===== src/tla_pkg.sv =====
// shared types and constants for the telnet line assembler
`default_nettype none

package tla_pkg;

  localparam int unsigned LINE_CAPACITY_DEFAULT = 64;
  localparam int unsigned TOK_FIFO_DEPTH        = 4;

  localparam logic [7:0] BYTE_CMD      = 8'd255;
  localparam logic [7:0] OPT_THRESHOLD = 8'd250;
  localparam logic [7:0] PRINT_LOW     = 8'd32;
  localparam logic [7:0] PRINT_END     = 8'd127;
  localparam logic [7:0] BYTE_NL       = 8'd10;
  localparam logic [6:0] CHAR_SPACE    = 7'd32;

  typedef enum logic [1:0] {
    STAT_CHAR     = 2'd0,
    STAT_EMPTY    = 2'd1,
    STAT_OVERLONG = 2'd2
  } tla_status_e;

  typedef enum logic [2:0] {
    PH_IDLE = 3'b001,
    PH_CMD  = 3'b010,
    PH_OPT  = 3'b100
  } tla_phase_e;

  typedef enum logic [2:0] {
    ST_COLLECT = 3'b001,
    ST_FETCH   = 3'b010,
    ST_EMIT    = 3'b100
  } tla_state_e;

  typedef struct packed {
    logic       nl;
    logic [6:0] ch;
  } tla_tok_t;

endpackage

`default_nettype wire


===== src/tla_if.sv =====
// channel interfaces for received bytes and line results
`default_nettype none

interface tla_rx_if;
  logic       valid;
  logic       ready;
  logic [7:0] rx_byte;

  modport source (output valid, output rx_byte, input ready);
  modport sink (input valid, input rx_byte, output ready);
  modport monitor (input valid, input rx_byte, input ready);
endinterface

interface tla_line_if;
  logic       valid;
  logic       ready;
  logic [6:0] line_char;
  logic [1:0] line_status;
  logic       end_of_line;

  modport source (output valid, output line_char, output line_status, output end_of_line,
                  input ready);
  modport sink (input valid, input line_char, input line_status, input end_of_line,
                output ready);
  modport monitor (input valid, input line_char, input line_status, input end_of_line,
                   input ready);
endinterface

`default_nettype wire


===== src/telnet_line_assembler_top.sv =====
// top level of the telnet line assembler
// rx: one raw byte per transaction, valid/ready; telnet command sequences
//   (255, the next byte, and one more when that byte is 250 or above) are dropped
// line: one transaction per result; line_status 0 carries a trimmed character,
//   1 an empty or all-space line, 2 an overlong line; end_of_line marks the last
// throughput: one byte per cycle while a line is collected and no newline waits
//   on a stalled line receiver; the front end takes a byte every cycle as long
//   as the four-entry token queue has room
// a status result goes into the output register as its newline leaves the queue;
//   a trimmed line is read out one character at a time, each by a registered
//   read of the line store followed by the output register load
// during readout the back end takes no tokens, so the queue fills and rx.ready
//   drops after four more printable or newline bytes
// when the line receiver stalls, the output register holds its transaction and
//   readout waits; the queue then backs up into rx
// reset clears the command phase, the line length and trim state, the queue and
//   the output valid flag; the line store and the output data are not cleared
// LINE_CAPACITY (2..64) sets the store depth; at most LINE_CAPACITY-1 characters
`default_nettype none

module telnet_line_assembler_top import tla_pkg::*; #(
  parameter int unsigned LINE_CAPACITY = LINE_CAPACITY_DEFAULT
) (
  input  logic       clk_i,
  input  logic       rst_ni,
  tla_rx_if.sink     rx,
  tla_line_if.source line
);

  tla_tok_t push_tok;
  tla_tok_t head_tok;
  logic     tok_push;
  logic     tok_pop;
  logic     fifo_full;
  logic     fifo_valid;

  tla_front u_front (
    .clk_i       (clk_i),
    .rst_ni      (rst_ni),
    .rx          (rx),
    .fifo_full_i (fifo_full),
    .tok_push_o  (tok_push),
    .tok_o       (push_tok)
  );

  tla_tok_fifo u_fifo (
    .clk_i   (clk_i),
    .rst_ni  (rst_ni),
    .push_i  (tok_push),
    .tok_i   (push_tok),
    .full_o  (fifo_full),
    .pop_i   (tok_pop),
    .tok_o   (head_tok),
    .valid_o (fifo_valid)
  );

  tla_back #(
    .LINE_CAPACITY (LINE_CAPACITY)
  ) u_back (
    .clk_i       (clk_i),
    .rst_ni      (rst_ni),
    .tok_i       (head_tok),
    .tok_valid_i (fifo_valid),
    .tok_pop_o   (tok_pop),
    .line        (line)
  );

endmodule

`default_nettype wire


===== src/tla_front.sv =====
// front end: telnet command stripping and byte classification
`default_nettype none

module tla_front import tla_pkg::*; (
  input  logic      clk_i,
  input  logic      rst_ni,
  tla_rx_if.sink    rx,
  input  logic      fifo_full_i,
  output logic      tok_push_o,
  output tla_tok_t  tok_o
);

  tla_phase_e phase_q, phase_d;
  logic       accept;

  assign rx.ready = !fifo_full_i;
  assign accept   = rx.valid && rx.ready;

  assign tok_o.nl = (rx.rx_byte == BYTE_NL);
  assign tok_o.ch = rx.rx_byte[6:0];

  always_comb begin
    phase_d    = phase_q;
    tok_push_o = 1'b0;
    case (phase_q)
      PH_CMD: begin
        if (accept) begin
          phase_d = (rx.rx_byte >= OPT_THRESHOLD) ? PH_OPT : PH_IDLE;
        end
      end
      PH_OPT: begin
        if (accept) begin
          phase_d = PH_IDLE;
        end
      end
      PH_IDLE: begin
        if (accept) begin
          if (rx.rx_byte == BYTE_CMD) begin
            phase_d = PH_CMD;
          end else if (rx.rx_byte == BYTE_NL) begin
            tok_push_o = 1'b1;
          end else if (rx.rx_byte >= PRINT_LOW && rx.rx_byte < PRINT_END) begin
            tok_push_o = 1'b1;
          end
        end
      end
      default: begin
        phase_d = PH_IDLE;
      end
    endcase
  end

  always_ff @(posedge clk_i or negedge rst_ni) begin
    if (!rst_ni) begin
      phase_q <= PH_IDLE;
    end else begin
      phase_q <= phase_d;
    end
  end

endmodule

`default_nettype wire


===== src/tla_tok_fifo.sv =====
// short token queue between front and back end
`default_nettype none

module tla_tok_fifo import tla_pkg::*; (
  input  logic     clk_i,
  input  logic     rst_ni,
  input  logic     push_i,
  input  tla_tok_t tok_i,
  output logic     full_o,
  input  logic     pop_i,
  output tla_tok_t tok_o,
  output logic     valid_o
);

  localparam int unsigned PW = $clog2(TOK_FIFO_DEPTH);

  tla_tok_t      slot_q [TOK_FIFO_DEPTH];
  logic [PW:0]   wr_ptr_q, wr_ptr_d;
  logic [PW:0]   rd_ptr_q, rd_ptr_d;

  assign full_o  = (wr_ptr_q[PW] != rd_ptr_q[PW]) &&
                   (wr_ptr_q[PW-1:0] == rd_ptr_q[PW-1:0]);
  assign valid_o = (wr_ptr_q != rd_ptr_q);
  assign tok_o   = slot_q[rd_ptr_q[PW-1:0]];

  assign wr_ptr_d = wr_ptr_q + (PW+1)'(push_i && !full_o);
  assign rd_ptr_d = rd_ptr_q + (PW+1)'(pop_i && valid_o);

  always_ff @(posedge clk_i) begin
    if (push_i && !full_o) begin
      slot_q[wr_ptr_q[PW-1:0]] <= tok_i;
    end
  end

  always_ff @(posedge clk_i or negedge rst_ni) begin
    if (!rst_ni) begin
      wr_ptr_q <= '0;
      rd_ptr_q <= '0;
    end else begin
      wr_ptr_q <= wr_ptr_d;
      rd_ptr_q <= rd_ptr_d;
    end
  end

endmodule

`default_nettype wire


===== src/tla_back.sv =====
// back end: line store, trim tracking and line readout
`default_nettype none

module tla_back import tla_pkg::*; #(
  parameter int unsigned LINE_CAPACITY = LINE_CAPACITY_DEFAULT
) (
  input  logic       clk_i,
  input  logic       rst_ni,
  input  tla_tok_t   tok_i,
  input  logic       tok_valid_i,
  output logic       tok_pop_o,
  tla_line_if.source line
);

  localparam int unsigned AW = $clog2(LINE_CAPACITY);

  logic [6:0]  store_q [LINE_CAPACITY];
  logic [6:0]  rd_data_q;

  tla_state_e  state_q, state_d;
  logic [AW-1:0] fill_q, fill_d;
  logic [AW-1:0] first_q, first_d;
  logic [AW-1:0] last_q, last_d;
  logic [AW-1:0] ptr_q, ptr_d;
  logic        overlong_q, overlong_d;
  logic        any_q, any_d;

  logic        out_valid_q, out_valid_d;
  logic        out_load;
  logic [6:0]  out_char_q, out_char_d;
  tla_status_e out_status_q, out_status_d;
  logic        out_eol_q, out_eol_d;

  logic        slot_free;
  logic        store_full;
  logic        store_wr;
  logic        line_clear;

  assign slot_free  = !out_valid_q || line.ready;
  assign store_full = (fill_q == AW'(LINE_CAPACITY - 1));
  assign tok_pop_o  = (state_q == ST_COLLECT) && tok_valid_i && (!tok_i.nl || slot_free);
  assign store_wr   = tok_pop_o && !tok_i.nl && !store_full;

  assign line.valid       = out_valid_q;
  assign line.line_char   = out_char_q;
  assign line.line_status = out_status_q;
  assign line.end_of_line = out_eol_q;

  always_comb begin
    state_d      = state_q;
    fill_d       = fill_q;
    first_d      = first_q;
    last_d       = last_q;
    ptr_d        = ptr_q;
    overlong_d   = overlong_q;
    any_d        = any_q;
    out_valid_d  = out_valid_q && !line.ready;
    out_load     = 1'b0;
    out_char_d   = out_char_q;
    out_status_d = out_status_q;
    out_eol_d    = out_eol_q;
    line_clear   = 1'b0;
    case (state_q)
      ST_COLLECT: begin
        if (tok_pop_o && !tok_i.nl) begin
          if (store_full) begin
            overlong_d = 1'b1;
          end else begin
            fill_d = fill_q + AW'(1);
            if (tok_i.ch != CHAR_SPACE) begin
              if (!any_q) begin
                first_d = fill_q;
              end
              last_d = fill_q;
              any_d  = 1'b1;
            end
          end
        end else if (tok_pop_o && tok_i.nl) begin
          if (overlong_q) begin
            out_load     = 1'b1;
            out_char_d   = '0;
            out_status_d = STAT_OVERLONG;
            out_eol_d    = 1'b1;
            line_clear   = 1'b1;
          end else if (!any_q) begin
            out_load     = 1'b1;
            out_char_d   = '0;
            out_status_d = STAT_EMPTY;
            out_eol_d    = 1'b1;
            line_clear   = 1'b1;
          end else begin
            ptr_d   = first_q;
            state_d = ST_FETCH;
          end
        end
      end
      ST_FETCH: begin
        state_d = ST_EMIT;
      end
      ST_EMIT: begin
        if (slot_free) begin
          out_load     = 1'b1;
          out_char_d   = rd_data_q;
          out_status_d = STAT_CHAR;
          out_eol_d    = (ptr_q == last_q);
          if (ptr_q == last_q) begin
            line_clear = 1'b1;
            state_d    = ST_COLLECT;
          end else begin
            ptr_d   = ptr_q + AW'(1);
            state_d = ST_FETCH;
          end
        end
      end
      default: begin
        state_d = ST_COLLECT;
      end
    endcase
    if (out_load) begin
      out_valid_d = 1'b1;
    end
    if (line_clear) begin
      fill_d     = '0;
      first_d    = '0;
      last_d     = '0;
      overlong_d = 1'b0;
      any_d      = 1'b0;
    end
  end

  always_ff @(posedge clk_i) begin
    if (store_wr) begin
      store_q[fill_q] <= tok_i.ch;
    end
    if (state_q == ST_FETCH) begin
      rd_data_q <= store_q[ptr_q];
    end
  end

  always_ff @(posedge clk_i) begin
    if (out_load) begin
      out_char_q   <= out_char_d;
      out_status_q <= out_status_d;
      out_eol_q    <= out_eol_d;
    end
  end

  always_ff @(posedge clk_i or negedge rst_ni) begin
    if (!rst_ni) begin
      state_q     <= ST_COLLECT;
      fill_q      <= '0;
      first_q     <= '0;
      last_q      <= '0;
      ptr_q       <= '0;
      overlong_q  <= 1'b0;
      any_q       <= 1'b0;
      out_valid_q <= 1'b0;
    end else begin
      state_q     <= state_d;
      fill_q      <= fill_d;
      first_q     <= first_d;
      last_q      <= last_d;
      ptr_q       <= ptr_d;
      overlong_q  <= overlong_d;
      any_q       <= any_d;
      out_valid_q <= out_valid_d;
    end
  end

endmodule

`default_nettype wire


===== src/flat_wrapper.sv =====
// flat-port wrapper written by rule: the top's interface ports become plain ports
module telnet_line_assembler_top_flat import tla_pkg::*;
#(
  parameter int unsigned LINE_CAPACITY = LINE_CAPACITY_DEFAULT
)
  (clk_i, rst_ni, rx_valid, rx_rx_byte, rx_ready, line_valid, line_line_char, line_line_status, line_end_of_line, line_ready);
  tla_rx_if rx_i ();
  tla_line_if line_i ();
  input  logic clk_i;
  input  logic rst_ni;
  input wire logic [$bits(rx_i.valid)-1:0] rx_valid;
  input wire logic [$bits(rx_i.rx_byte)-1:0] rx_rx_byte;
  output wire logic [$bits(rx_i.ready)-1:0] rx_ready;
  output wire logic [$bits(line_i.valid)-1:0] line_valid;
  output wire logic [$bits(line_i.line_char)-1:0] line_line_char;
  output wire logic [$bits(line_i.line_status)-1:0] line_line_status;
  output wire logic [$bits(line_i.end_of_line)-1:0] line_end_of_line;
  input wire logic [$bits(line_i.ready)-1:0] line_ready;
  assign rx_i.valid = rx_valid;
  assign rx_i.rx_byte = rx_rx_byte;
  assign rx_ready = rx_i.ready;
  assign line_valid = line_i.valid;
  assign line_line_char = line_i.line_char;
  assign line_line_status = line_i.line_status;
  assign line_end_of_line = line_i.end_of_line;
  assign line_i.ready = line_ready;
  telnet_line_assembler_top #(.LINE_CAPACITY(LINE_CAPACITY)) u_core (.clk_i(clk_i), .rst_ni(rst_ni), .rx(rx_i), .line(line_i));
endmodule

===== config.mk =====
export PLATFORM = sky130hd
export DESIGN_NAME = telnet_line_assembler_top_flat
export DESIGN_NICKNAME = d
export VERILOG_FILES = /design/src/tla_pkg.sv /design/src/tla_if.sv /design/src/telnet_line_assembler_top.sv /design/src/tla_front.sv /design/src/tla_tok_fifo.sv /design/src/tla_back.sv /design/src/flat_wrapper.sv
export SDC_FILE = /design/constraint.sdc
export NUM_CORES = 1
export LEC_CHECK = 0
export BUFFER_PORTS_ARGS = -buffer_cell sky130_fd_sc_hd__buf_2
export CAP_MARGIN = 5
export CORE_ASPECT_RATIO = 0.8
export CORE_MARGIN = 2
export CORE_UTILIZATION = 45
export DETAILED_ROUTE_END_ITERATION = 6
export GPL_ROUTABILITY_DRIVEN = 0
export PLACE_DENSITY = 0.67
export SYNTH_ARGS = -nofsm -noshare
export SYNTH_HDL_FRONTEND = slang
export SYNTH_HIERARCHICAL = 1
export SYNTH_SLANG_ARGS = --single-unit

===== constraint.sdc =====
create_clock -name clk_i -period 5.13 [get_ports clk_i]
set_clock_uncertainty 0.15 [all_clocks]
set_input_delay 0.513 -clock clk_i [delete_from_list [all_inputs] [get_ports clk_i]]
set_output_delay 0.513 -clock clk_i [all_outputs]
set_load 0.05 [all_outputs]

==> impl_results.html <==
<table>
<tr><th>Metric</th><th>Value</th></tr>
<tr><th colspan="2">GRT</th></tr>
<tr><td>Maximum number of pins on one net before global-route repair</td><td>66</td></tr>
<tr><td>Number of global-route vias before repair</td><td>11020</td></tr>
<tr><td>Antenna violations before repair</td><td>0</td></tr>
<tr><td>First-pass GRT wire length</td><td>74270 um</td></tr>
<tr><td>Overall global routing resource usage</td><td>20.66%</td></tr>
<tr><td>Remaining global-route overflow</td><td>0</td></tr>
<tr><th colspan="2">CTS</th></tr>
<tr><td>Resized Gates After CTS</td><td>0</td></tr>
<tr><td>TritonCTS clock tree</td><td>done</td></tr>
<tr><td>Number of sinks driven by the clock tree</td><td>536</td></tr>
<tr><td>Clk_lat worst skew</td><td>0.59 ns</td></tr>
<tr><td>Number of buffers inserted during clock tree synthesis</td><td>51</td></tr>
<tr><td>Reg clk slew, reported paths</td><td>0.06 ns</td></tr>
<tr><td>Setup Fix Bufs, Post-CTS</td><td>0</td></tr>
<tr><td>CTS H-tree lvls</td><td>2</td></tr>
<tr><td>Number of buffers on the longest clock path</td><td>3</td></tr>
<tr><td>Clk root buf</td><td>clkbuf_16</td></tr>
<tr><td>Count of hold buffers inserted by post-cts repair</td><td>1</td></tr>
<tr><th colspan="2">Power and ir drop</th></tr>
<tr><td>Max IR drop VDD</td><td>0.5293 mV</td></tr>
<tr><td>Leak pwr</td><td>7.657 nW</td></tr>
<tr><td>Power density over the cells</td><td>595.0 nW/um^2</td></tr>
<tr><th colspan="2">Layout</th></tr>
<tr><td>Non-Filler Cell Area, Final</td><td>23930 sq um</td></tr>
<tr><td>Antenna fix cells</td><td>0</td></tr>
<tr><td>Final nets</td><td>1184</td></tr>
<tr><td>Sequential cell area</td><td>15910 sq um</td></tr>
<tr><td>Final design utilization</td><td>50.83%</td></tr>
<tr><td>Area delta synth-&gt;final</td><td>11.31%</td></tr>
<tr><td>Non-filler cells, final</td><td>1826</td></tr>
<tr><td>Share of layout cells above drive strength 1</td><td>22.06%</td></tr>
<tr><td>Layout filler cell count</td><td>3740</td></tr>
<tr><td>Area taken by multi-input logic gates</td><td>5105 sq um</td></tr>
<tr><th colspan="2">Die</th></tr>
<tr><td>Core Rows</td><td>71</td></tr>
<tr><td>Floorplan die height</td><td>199.5 um</td></tr>
<tr><td>Overall die width</td><td>248.4 um</td></tr>
<tr><td>Number of I/O pins</td><td>24</td></tr>
<tr><td>Effective utilization at floorplan</td><td>45.67%</td></tr>
<tr><td>Die Outline Area</td><td>49550 sq um</td></tr>
<tr><td>Total core area</td><td>47080 sq um</td></tr>
<tr><th colspan="2">Drt</th></tr>
<tr><td>Aggregate routed wire length</td><td>50010 um</td></tr>
<tr><td>Via total after detailed routing</td><td>11170</td></tr>
<tr><td>1st-iter DRT viols</td><td>1414</td></tr>
<tr><td>Routed length per placed instance</td><td>27.39 um</td></tr>
<tr><td>Post-route antenna net violation count</td><td>0</td></tr>
<tr><td>Ratio of routed vias to standard cells</td><td>6.117</td></tr>
<tr><td>Detailed-routing iteration count for the pre-antenna-repair pass</td><td>5</td></tr>
<tr><td>Number of DRC violations after detailed routing</td><td>0</td></tr>
<tr><th colspan="2">Setup path</th></tr>
<tr><td>Most prevalent standard cell on the critical path</td><td>nor2_1</td></tr>
<tr><td>Max Fanout on Critical Path</td><td>10</td></tr>
<tr><td>Critical setup path kind</td><td>register to register</td></tr>
<tr><td>Data arrival time of the critical path</td><td>3.64 ns</td></tr>
<tr><td>Launch instance of the worst register-to-register path</td><td>u_core/u_fifo/rd_ptr_q[0]$_DFF_PN0_</td></tr>
<tr><td>Data required time at the worst endpoint</td><td>5.19 ns</td></tr>
<tr><td>Worst r2r dst</td><td>u_core/u_back/store_q[11][6]$_DFFE_PP_</td></tr>
<tr><td>Element type at the critical path end</td><td>register</td></tr>
<tr><td>Slowest-stage cell, CP</td><td>mux4_1</td></tr>
<tr><td>Setup crit start</td><td>u_core/u_fifo/rd_ptr_q[0]$_DFF_PN0_</td></tr>
<tr><td>Critical Path Sink</td><td>u_core/u_back/store_q[11][6]$_DFFE_PP_</td></tr>
<tr><td>Delay contributed by the slowest stage of the critical path</td><td>0.79 ns</td></tr>
<tr><td>Cells traversed along the worst timing path</td><td>mux4_1 &gt; nor2_1 &gt; nand3_1 &gt; nor2_1</td></tr>
<tr><td>Worst setup SP type</td><td>register</td></tr>
<tr><td>Number of cells on the worst reg-to-reg path</td><td>4</td></tr>
<tr><td>Internal reg-to-reg setup slack</td><td>1.55 ns</td></tr>
<tr><th colspan="2">Placed design</th></tr>
<tr><td>Cell total after placement</td><td>1732</td></tr>
<tr><td>Cell area after placement</td><td>22160 sq um</td></tr>
<tr><td>Input/output buffers</td><td>23</td></tr>
<tr><td>Post-detail-place hpwl</td><td>29820 um</td></tr>
<tr><th colspan="2">Timing</th></tr>
<tr><td>Least-Margin Pin Slew</td><td>1.212 ns</td></tr>
<tr><td>Period utilization</td><td>69.76%</td></tr>
<tr><td>Smallest hold slack</td><td>0.04068 ns</td></tr>
<tr><td>Max-slew violation total from the final report</td><td>0</td></tr>
<tr><td>Maximum achievable frequency</td><td>279.4 MHz</td></tr>
<tr><td>Setup TNS</td><td>0 ns</td></tr>
<tr><td>Slew Limit Headroom</td><td>19.03%</td></tr>
<tr><td>RSZ-0062 raised after global routing</td><td>no</td></tr>
<tr><td>Minimum clock period</td><td>3.579 ns</td></tr>
<tr><td>Final Hold Vio Count</td><td>0</td></tr>
<tr><td>Count of endpoints failing setup in the final report</td><td>0</td></tr>
<tr><th colspan="2">Worst hold path</th></tr>
<tr><td>Number of cells on the worst hold path</td><td>1</td></tr>
<tr><td>Class of the most critical hold timing path</td><td>input port to register</td></tr>
<tr><th colspan="2">Yosys</th></tr>
<tr><td>Synth unique cells</td><td>72</td></tr>
<tr><td>Post-synth EDFFs</td><td>497</td></tr>
<tr><td>Part of the Yosys area used for sequential elements</td><td>73.96%</td></tr>
<tr><td>Flip-flop cell with the highest count after synthesis</td><td>edfxtp_1</td></tr>
<tr><td>Post-Synthesis Net Count</td><td>1152</td></tr>
<tr><td>Synth Area per Inst</td><td>18.96 sq um</td></tr>
<tr><td>Cell types with the highest counts after synthesis</td><td>edfxtp_1, mux4_2, nor2_1, nand2_1, dfrtp_1</td></tr>
<tr><td>Gate count of the mapped netlist</td><td>1134</td></tr>
<tr><td>Post-synthesis instance area</td><td>21500 sq um</td></tr>
<tr><td>FF+latch count, synth</td><td>536</td></tr>
<tr><td>Count leader, synth</td><td>edfxtp_1</td></tr>
<tr><td>Post-synthesis cell type with the largest combined area</td><td>edfxtp_1</td></tr>
<tr><td>Warning count from the yosys run</td><td>6</td></tr>
<tr><td>Top area cells in the synthesized netlist</td><td>edfxtp_1, mux4_2, dfrtp_1</td></tr>
<tr><td>Portion of synthesized cell area occupied by the leading cell type</td><td>69.41%</td></tr>
<tr><td>Async set or reset register ratio after synthesis</td><td>7.276%</td></tr>
<tr><th colspan="2">Status</th></tr>
<tr><td>Status</td><td>complete, no violations</td></tr>
<tr><th colspan="2">Job</th></tr>
<tr><td>Max-cap violations</td><td>0</td></tr>
</table>
## worst min-delay path by stage
stage	endpoint	slack, ns	start
2_1_floorplan	u_core/u_back/any_q$_DFFE_PN0P_	0.07	rst_ni
3_3_place_gp	u_core/u_front/phase_q[1]$_DFFE_PN0P_	0.33	u_core/u_front/phase_q[2]$_DFFE_PN0P_
3_5_place_dp	u_core/u_front/phase_q[1]$_DFFE_PN0P_	0.36	u_core/u_front/phase_q[2]$_DFFE_PN0P_
4_1_cts	u_core/u_fifo/slot_q[3][0]$_DFFE_PP_	0.02	rx_rx_byte[0]
5_1_grt	u_core/u_fifo/slot_q[3][0]$_DFFE_PP_	0.04	rx_rx_byte[0]
6_report	u_core/u_fifo/slot_q[3][0]$_DFFE_PP_	0.04	rx_rx_byte[0]
## critical path: cells and delay by family (launching register included)
family	cells	cell delay [ns]
and+or+nand+nor	3	1.55
muxes	1	0.79
DFF	1	0.73
## cell usage in the layout (no fill, tap or decap), types with 11 or more instances in the layout
cell type / synthesis / routed
edfxtp_1: 497 / 497
mux4_2: 97 / 104
nor2_1: 94 / 94
clkbuf_16: 0 / 53
nand2_1: 44 / 44
dfrtp_1: 37 / 34
mux2i_1: 31 / 31
buf_2: 18 / 23
a21oi_1: 22 / 22
buf_4: 18 / 22
a22oi_1: 21 / 21
nand3_1: 20 / 20
mux2_2: 15 / 15
o21ai_0: 11 / 11
## final cells by class
class / count / share of cell area (%)
clock buffer: 63 / 5.824
clock inverter: 30 / 1.547
inverter: 7 / 0.1098
multi-input combinational: 521 / 21.33
sequential: 536 / 66.48
tap: 620 / 3.241
timing repair buffer: 49 / 1.464
## per-layer routing
metal  up-vias  wire length [um]  track usage (%)
met5         -                 0                0
met4         0               976            5.269
met3        79              4241            3.478
met2       524             22110            29.75
met1      5905             22670            32.66
li1       4661                 -                -
## where the power goes
| group | total [mW] | internal, mW | switching (mW) |
|---|---|---|---|
| sequential | 6.14 | 5.72 | 0.419 |
| combinational | 4.12 | 1.43 | 2.69 |
| clock | 3.98 | 2.37 | 1.60 |
## cell families after synthesis
family                     count (synthesis)  share of synthesized area [%]
AOI/OAI and AO/OA                        125                          4.266
DFF                                      536                          73.96
adders and majority gates                  6                         0.3492
muxes                                    151                          13.37
and+or+nand+nor                          223                          5.162
buffers and inverters                     77                          2.171
xor gates and xnor gates                  16                         0.7216
## registers in the layout (all words and copies together) (netlist names), 6 cells and up
register                      count
u_core/u_back/line.line_char      7
u_core/u_fifo/slot_q             32
u_core/u_back/store_q           448
u_core/u_back/last_q              6
u_core/u_back/fill_q              6
u_core/u_back/first_q             6
u_core/u_back/rd_data_q           7
u_core/u_back/ptr_q               6
## per-stage QoR
step | worst slack (ns) | power [mW]
floorplan | 1.853 | 8.803
global placement | 1.620 | 10.25
detailed placement | 1.533 | 10.33
CTS | 1.507 | 14.29
global route | 1.344 | 14.77
finish | 1.551 | 14.24
No activity file was read; power rests on OpenSTA's default activity.
